File: config.mk
export PLATFORM = sky130hd
export DESIGN_NAME = slp_front
export DESIGN_NICKNAME = d
export VERILOG_FILES = /design/src/hw/rtl/slp_pkg.sv /design/src/hw/rtl/slp_front.sv
export SDC_FILE = /design/constraint.sdc
export NUM_CORES = 1
export LEC_CHECK = 0
export ABC_AREA = 1
export BUFFER_PORTS_ARGS = -buffer_cell sky130_fd_sc_hd__clkbuf_2
export CAP_MARGIN = 20
export CORE_MARGIN = 4
export CORE_UTILIZATION = 52
export CTS_BUF_LIST = sky130_fd_sc_hd__clkbuf_8 sky130_fd_sc_hd__clkbuf_16
export DETAILED_ROUTE_END_ITERATION = 12
export HOLD_SLACK_MARGIN = 0.08
export PLACE_DENSITY = 0.88
export SLEW_MARGIN = 30
export SYNTH_ARGS = -nofsm -noshare
export SYNTH_HDL_FRONTEND = slang
export SYNTH_SLANG_ARGS = --single-unit
File: constraint.sdc
create_clock -name clock -period 5.05 [get_ports clock]
set_input_delay 1.515 -clock clock [delete_from_list [all_inputs] [get_ports clock]]
set_output_delay 1.515 -clock clock [all_outputs]
set_load 0.02 [all_outputs]
File: src/hw/rtl/slp_pkg.sv
`default_nettype none

package slp_pkg;

   // Fixed field widths of the block's ports and registers.
   localparam int SAMPLE_W   = 16;
   localparam int ADDR_IN_W  = 16;
   localparam int FUNC_W     = 2;
   localparam int STEP_W     = 24;
   localparam int STEP_FRAC  = 16;
   localparam int VOL_W      = 16;
   localparam int VOL_FRAC   = 14;
   localparam int LEN_W      = 16;
   localparam int BLK_W      = 13;

   // Register file geometry.
   localparam int CSR_ADDR_W = 5;
   localparam int CSR_DATA_W = 32;
   localparam int REG_IDX_W  = 3;

   // Depth of the queue between the front end and the execution unit.
   localparam int QUEUE_DEPTH = 2;

   // Register reset values.
   localparam logic [STEP_W-1:0] STEP_RESET = 24'd65536;
   localparam logic [VOL_W-1:0]  VOL_RESET  = 16'd16384;
   localparam logic [BLK_W-1:0]  BLK_RESET  = 13'd256;

   typedef enum logic [REG_IDX_W-1:0] {
      REG_STEP    = 3'd0,
      REG_VOLUME  = 3'd1,
      REG_REVERSE = 3'd2,
      REG_BYPASS  = 3'd3,
      REG_LENGTH  = 3'd4,
      REG_BLOCK   = 3'd5
   } slp_reg_type;

   typedef enum logic [FUNC_W-1:0] {
      FUNC_LOAD  = 2'd0,
      FUNC_START = 2'd1,
      FUNC_FRAME = 2'd2
   } slp_func_type;

   typedef enum logic [1:0] {
      OP_NOP,
      OP_LOAD,
      OP_START,
      OP_FRAME
   } slp_op_type;

   typedef enum logic [2:0] {
      ST_IDLE,
      ST_RD1,
      ST_MULD,
      ST_SUM,
      ST_MULV,
      ST_ACC,
      ST_DONE
   } slp_state_type;

   typedef struct packed {
      slp_op_type                  op;
      logic [ADDR_IN_W-1:0]        addr;
      logic signed [SAMPLE_W-1:0]  left;
      logic signed [SAMPLE_W-1:0]  right;
   } slp_cmd_type;

   typedef struct packed {
      logic        valid;
      slp_cmd_type cmd;
   } slp_head_type;

   typedef struct packed {
      logic [STEP_W-1:0] step;
      logic [VOL_W-1:0]  volume;
      logic              reverse;
      logic              bypass;
      logic [LEN_W-1:0]  length;
      logic [BLK_W-1:0]  block_frames;
   } slp_cfg_type;

   typedef struct packed {
      logic cap_a;
      logic mul_d;
      logic sum;
      logic mul_v;
      logic acc;
   } slp_lane_ctl_type;

endpackage

`default_nettype wire

File: src/hw/rtl/slp_front.sv
`default_nettype none

module slp_front (
   input  logic                                clock,
   input  logic                                reset,
   input  logic                                push,
   output logic                                full,
   input  logic [slp_pkg::FUNC_W-1:0]          func,
   input  logic [slp_pkg::ADDR_IN_W-1:0]       addr,
   input  logic signed [slp_pkg::SAMPLE_W-1:0] left_in,
   input  logic signed [slp_pkg::SAMPLE_W-1:0] right_in,
   output slp_pkg::slp_head_type               head,
   input  logic                                take
);
   import slp_pkg::*;

   localparam int PTR_W = (QUEUE_DEPTH > 1) ? $clog2(QUEUE_DEPTH) : 1;
   localparam int CNT_W = $clog2(QUEUE_DEPTH + 1);

   slp_cmd_type      queue_ff [QUEUE_DEPTH];
   slp_cmd_type      cmd_in;
   logic [PTR_W-1:0] wr_ptr_ff, wr_ptr_in;
   logic [PTR_W-1:0] rd_ptr_ff, rd_ptr_in;
   logic [CNT_W-1:0] count_ff, count_in;
   logic             wr_en;
   logic             rd_en;

   // Classify the incoming transaction into an operation code.
   always_comb begin
      cmd_in.addr  = addr;
      cmd_in.left  = left_in;
      cmd_in.right = right_in;
      case (slp_func_type'(func))
         FUNC_LOAD:  cmd_in.op = OP_LOAD;
         FUNC_START: cmd_in.op = OP_START;
         FUNC_FRAME: cmd_in.op = OP_FRAME;
         default:    cmd_in.op = OP_NOP;
      endcase
   end

   assign full       = (count_ff == CNT_W'(QUEUE_DEPTH));
   assign wr_en      = push && !full;
   assign rd_en      = take && head.valid;
   assign head.valid = (count_ff != '0);
   assign head.cmd   = queue_ff[rd_ptr_ff];

   // Pointer and fill count updates.
   always_comb begin
      wr_ptr_in = wr_ptr_ff;
      rd_ptr_in = rd_ptr_ff;
      count_in  = count_ff;
      if (wr_en) begin
         wr_ptr_in = (wr_ptr_ff == PTR_W'(QUEUE_DEPTH - 1)) ? '0 : wr_ptr_ff + PTR_W'(1);
      end
      if (rd_en) begin
         rd_ptr_in = (rd_ptr_ff == PTR_W'(QUEUE_DEPTH - 1)) ? '0 : rd_ptr_ff + PTR_W'(1);
      end
      case ({wr_en, rd_en})
         2'b10:   count_in = count_ff + CNT_W'(1);
         2'b01:   count_in = count_ff - CNT_W'(1);
         default: count_in = count_ff;
      endcase
   end

   always_ff @(posedge clock) begin
      if (reset) begin
         wr_ptr_ff <= '0;
         rd_ptr_ff <= '0;
         count_ff  <= '0;
      end else begin
         wr_ptr_ff <= wr_ptr_in;
         rd_ptr_ff <= rd_ptr_in;
         count_ff  <= count_in;
      end
   end

   // Queue storage; entries carry no reset.
   always_ff @(posedge clock) begin
      if (wr_en) begin
         queue_ff[wr_ptr_ff] <= cmd_in;
      end
   end

   // The execution unit only takes a transaction that is actually queued.
   assert property (@(posedge clock) disable iff (reset) take |-> (count_ff != '0))
      else $error("slp_front: take while the queue is empty");

endmodule

`default_nettype wire

==> run_results.csv <==
group,metric,value,unit
synth,synth_cell_types,14,
sta,maxSlewViolCount,0,
global_route,grt_pass1_wl,10.21,mm
status,outcome,"complete, no violations",
worst_setup_path,required,3.54,ns
floorplanning,initial_utilization,0.5361,
synth,syn_nets,261,
power_and_ir_drop,pwr-share-comb,0.230,
sta,skew,0.006862,ns
finish,antenna_cells,0,
finish,layout-drive-gt1-share,0.5503,
finish,syn_to_final_growth,18.66,%
clocking,cts_buffers,9,
floorplanning,die_height,97.49,um
floorplanning,die-area,0.009503,mm2
finish,final_core_util,0.6361,
synth,ys_seq_elements,105,
finish,final_cell_mix,"clkbuf_2, edfxtp_1, mux2_4",
power_and_ir_drop,seq_power_share,0.520,
power_and_ir_drop,p_per_area,443.5,mW/mm2
finish,final_cells,420,
sta,tightest_slew,0.9459,ns
worst_hold_path,hold_class,"register to register",
sta,setup_viol,0,
finish,fin_area,0.004941,mm2
global_route,grt.total_usage,0.1408,
clocking,clockBufferDepth,2,
power_and_ir_drop,switching_share,0.2772,
finish,nets,372,
worst_setup_path,critPathLaunchType,"register",
clocking,cts_tree,"yes",
worst_setup_path,endpoint_kind,"output port",
global_route,antenna_found_initial,0,
detailed_routing,route.detailed.drc,0,
worst_setup_path,reg2reg_from,"count_ff[0]$_SDFFE_PP0P_",
placed_design,place_area,0.004727,mm2
placed_design,gp_congestion,0.7012,
clocking,htreeDepth,3,
detailed_routing,via_per_inst,4.879,
sta,fmax,294.3,MHz
placed_design,io_buffers,105,
clocking,worstSkewPairLatency,0.34,ns
power_and_ir_drop,power_report.internal_total,0.001584,W
sta,slew_headroom,0.3694,
floorplanning,boundaryPins,106,
detailed_routing,drt-initial-drc-count,69,
detailed_routing,via_count,2049,
worst_hold_path,hp-start,"rd_ptr_ff$_SDFFE_PP0P_",
synth,ys_warn_count,0,
power_and_ir_drop,irDropWorstVdd,305.5,uV
detailed_routing,firstDrtPassIters,4,
clocking,clock-sinks,105,
floorplanning,die-width,97.49,um
detailed_routing,avgRoutedWirePerCell,15.72,um
run,maxCapViolations,0,
sta,rsz0062_at_grt,"false",
detailed_routing,wl,6.603,mm
power_and_ir_drop,clkPwrFrac,0.250,
finish,final_common_cell,"clkbuf_2",
sta,min_period,3.398,ns
placed_design,dp_hpwl,4.421,mm
detailed_routing,detail-route-antenna-nets,0,
clocking,cts_hold_buf,0,
power_and_ir_drop,power_switching,0.0006075,W
synth,ys_seq_area_frac,0.7452,
worst_setup_path,path_max_fanout,50,
synth,synth_area,0.004164,mm2
sta,finalCritPeriodShare,0.6729,
synth,synth_cells,203,
global_route,grt_start_max_net_pins,51,
floorplanning,core_area,0.007767,mm2
clocking,ctsRootBufferMaster,"clkbuf_8",
sta,hold_viol,0,
sta,fin_tns_setup,0,ns
global_route,grt_pass1_vias,2125,
global_route,grt_overflow,0,
synth,synth.avg_cell_area,20.51,um2
worst_setup_path,crit_type,"register to output port",
placed_design,dpl.cell_count,405,
clocking,ctsResizeCount,0,
floorplanning,rows,32,
power_and_ir_drop,leakage,2.026,nW
worst_setup_path,worstPathArrival,1.88,ns
clocking,postCtsSetupBuffers,0,
clocking,path_clk_slew,0.08,ns
logic make-up after synthesis:
| family | synth area share |
|---|---|
| flip-flops | 0.7452 |
| multiplexers | 0.1803 |
| AND/OR/NAND/NOR | 0.02134 |
| buffers and inverters | 0.03756 |
| adder cells (fa/ha/maj) | 0.01202 |
| AO/OA/AOI/OAI | 0.003602 |
worst max-delay path: stages, from the launching register on:
cell,delay (ns)
dfxtp_4,0.94
mux2_4,0.36
clkbuf_2,0.16
synth_stat cells:
library cell,number,area share
inv_1,11,0.0099
nor2_1,14,0.013
o21ai_0,1,0.0012
nand2_1,8,0.0072
inv_2,1,0.00090
edfxtp_1,100,0.72
a21oi_1,1,0.0012
ha_1,4,0.012
dfxtp_1,5,0.024
mux2_4,50,0.18
nand4_1,1,0.0015
o21ai_1,1,0.0012
buf_12,5,0.024
buf_6,1,0.0027
layout make-up:
cell class	count	area [um2]
clock buffer	9	123.9
sequential	105	3107
tap	102	127.6
multi-input combinational	80	912.1
clock inverter	6	90.09
timing repair buffer	106	533.0
fill	573	2826
inverter	12	47.55
worst paths after layout:
kind                                    to  slack (ns)  cells past startpoint
setup / recovery                  head[23]        1.65                      2
hold / removal      rd_ptr_ff$_SDFFE_PP0P_        0.51                      2
setup reg to reg  queue_ff[0][5]$_DFFE_PP_        3.03                      5
hold reg to reg     rd_ptr_ff$_SDFFE_PP0P_        0.51                      2
power groups by stage:
| stage | logic, W | clock network, W | registers, W |
|---|---|---|---|
| 2_1_floorplan | 0.000443 | 0 | 0.00111 |
| 3_3_place_gp | 0.000501 | 0 | 0.00115 |
| 3_5_place_dp | 0.000512 | 0 | 0.00116 |
| 4_1_cts | 0.000514 | 0.000565 | 0.00114 |
| 5_1_grt | 0.000539 | 0.000609 | 0.00115 |
| 6_report | 0.000505 | 0.000547 | 0.00114 |
registers in the layout (all words and copies together), names as in the netlist, named ones only:
signal     count
wr_ptr_ff      1
queue_ff     100
rd_ptr_ff      1
count_ff       2
through the flow:
| stage | setup slack (ns) | hold WS [ns] | power [W] |
|---|---|---|---|
| finish | 1.652 | 0.5118 | 0.002191 |
| floorplan | 0.7291 | 0.4648 | 0.001552 |
| global placement | 1.890 | 0.4769 | 0.001656 |
| detailed placement | 1.823 | 0.4983 | 0.001674 |
| CTS | 1.627 | 0.5188 | 0.002222 |
| global route | 1.553 | 0.5528 | 0.002299 |
metal layers:
layer,GRT usage,vias to the layer above,part of all wire,wire length (um)
met2,0.2435,82,0.52,3452
met1,0.1552,971,0.37,2476
li1,-,979,-,-
met4,0.06390,0,0.027,178
met5,0,-,0,0
met3,0.04953,17,0.075,497
(Power assumes the default switching activity.)
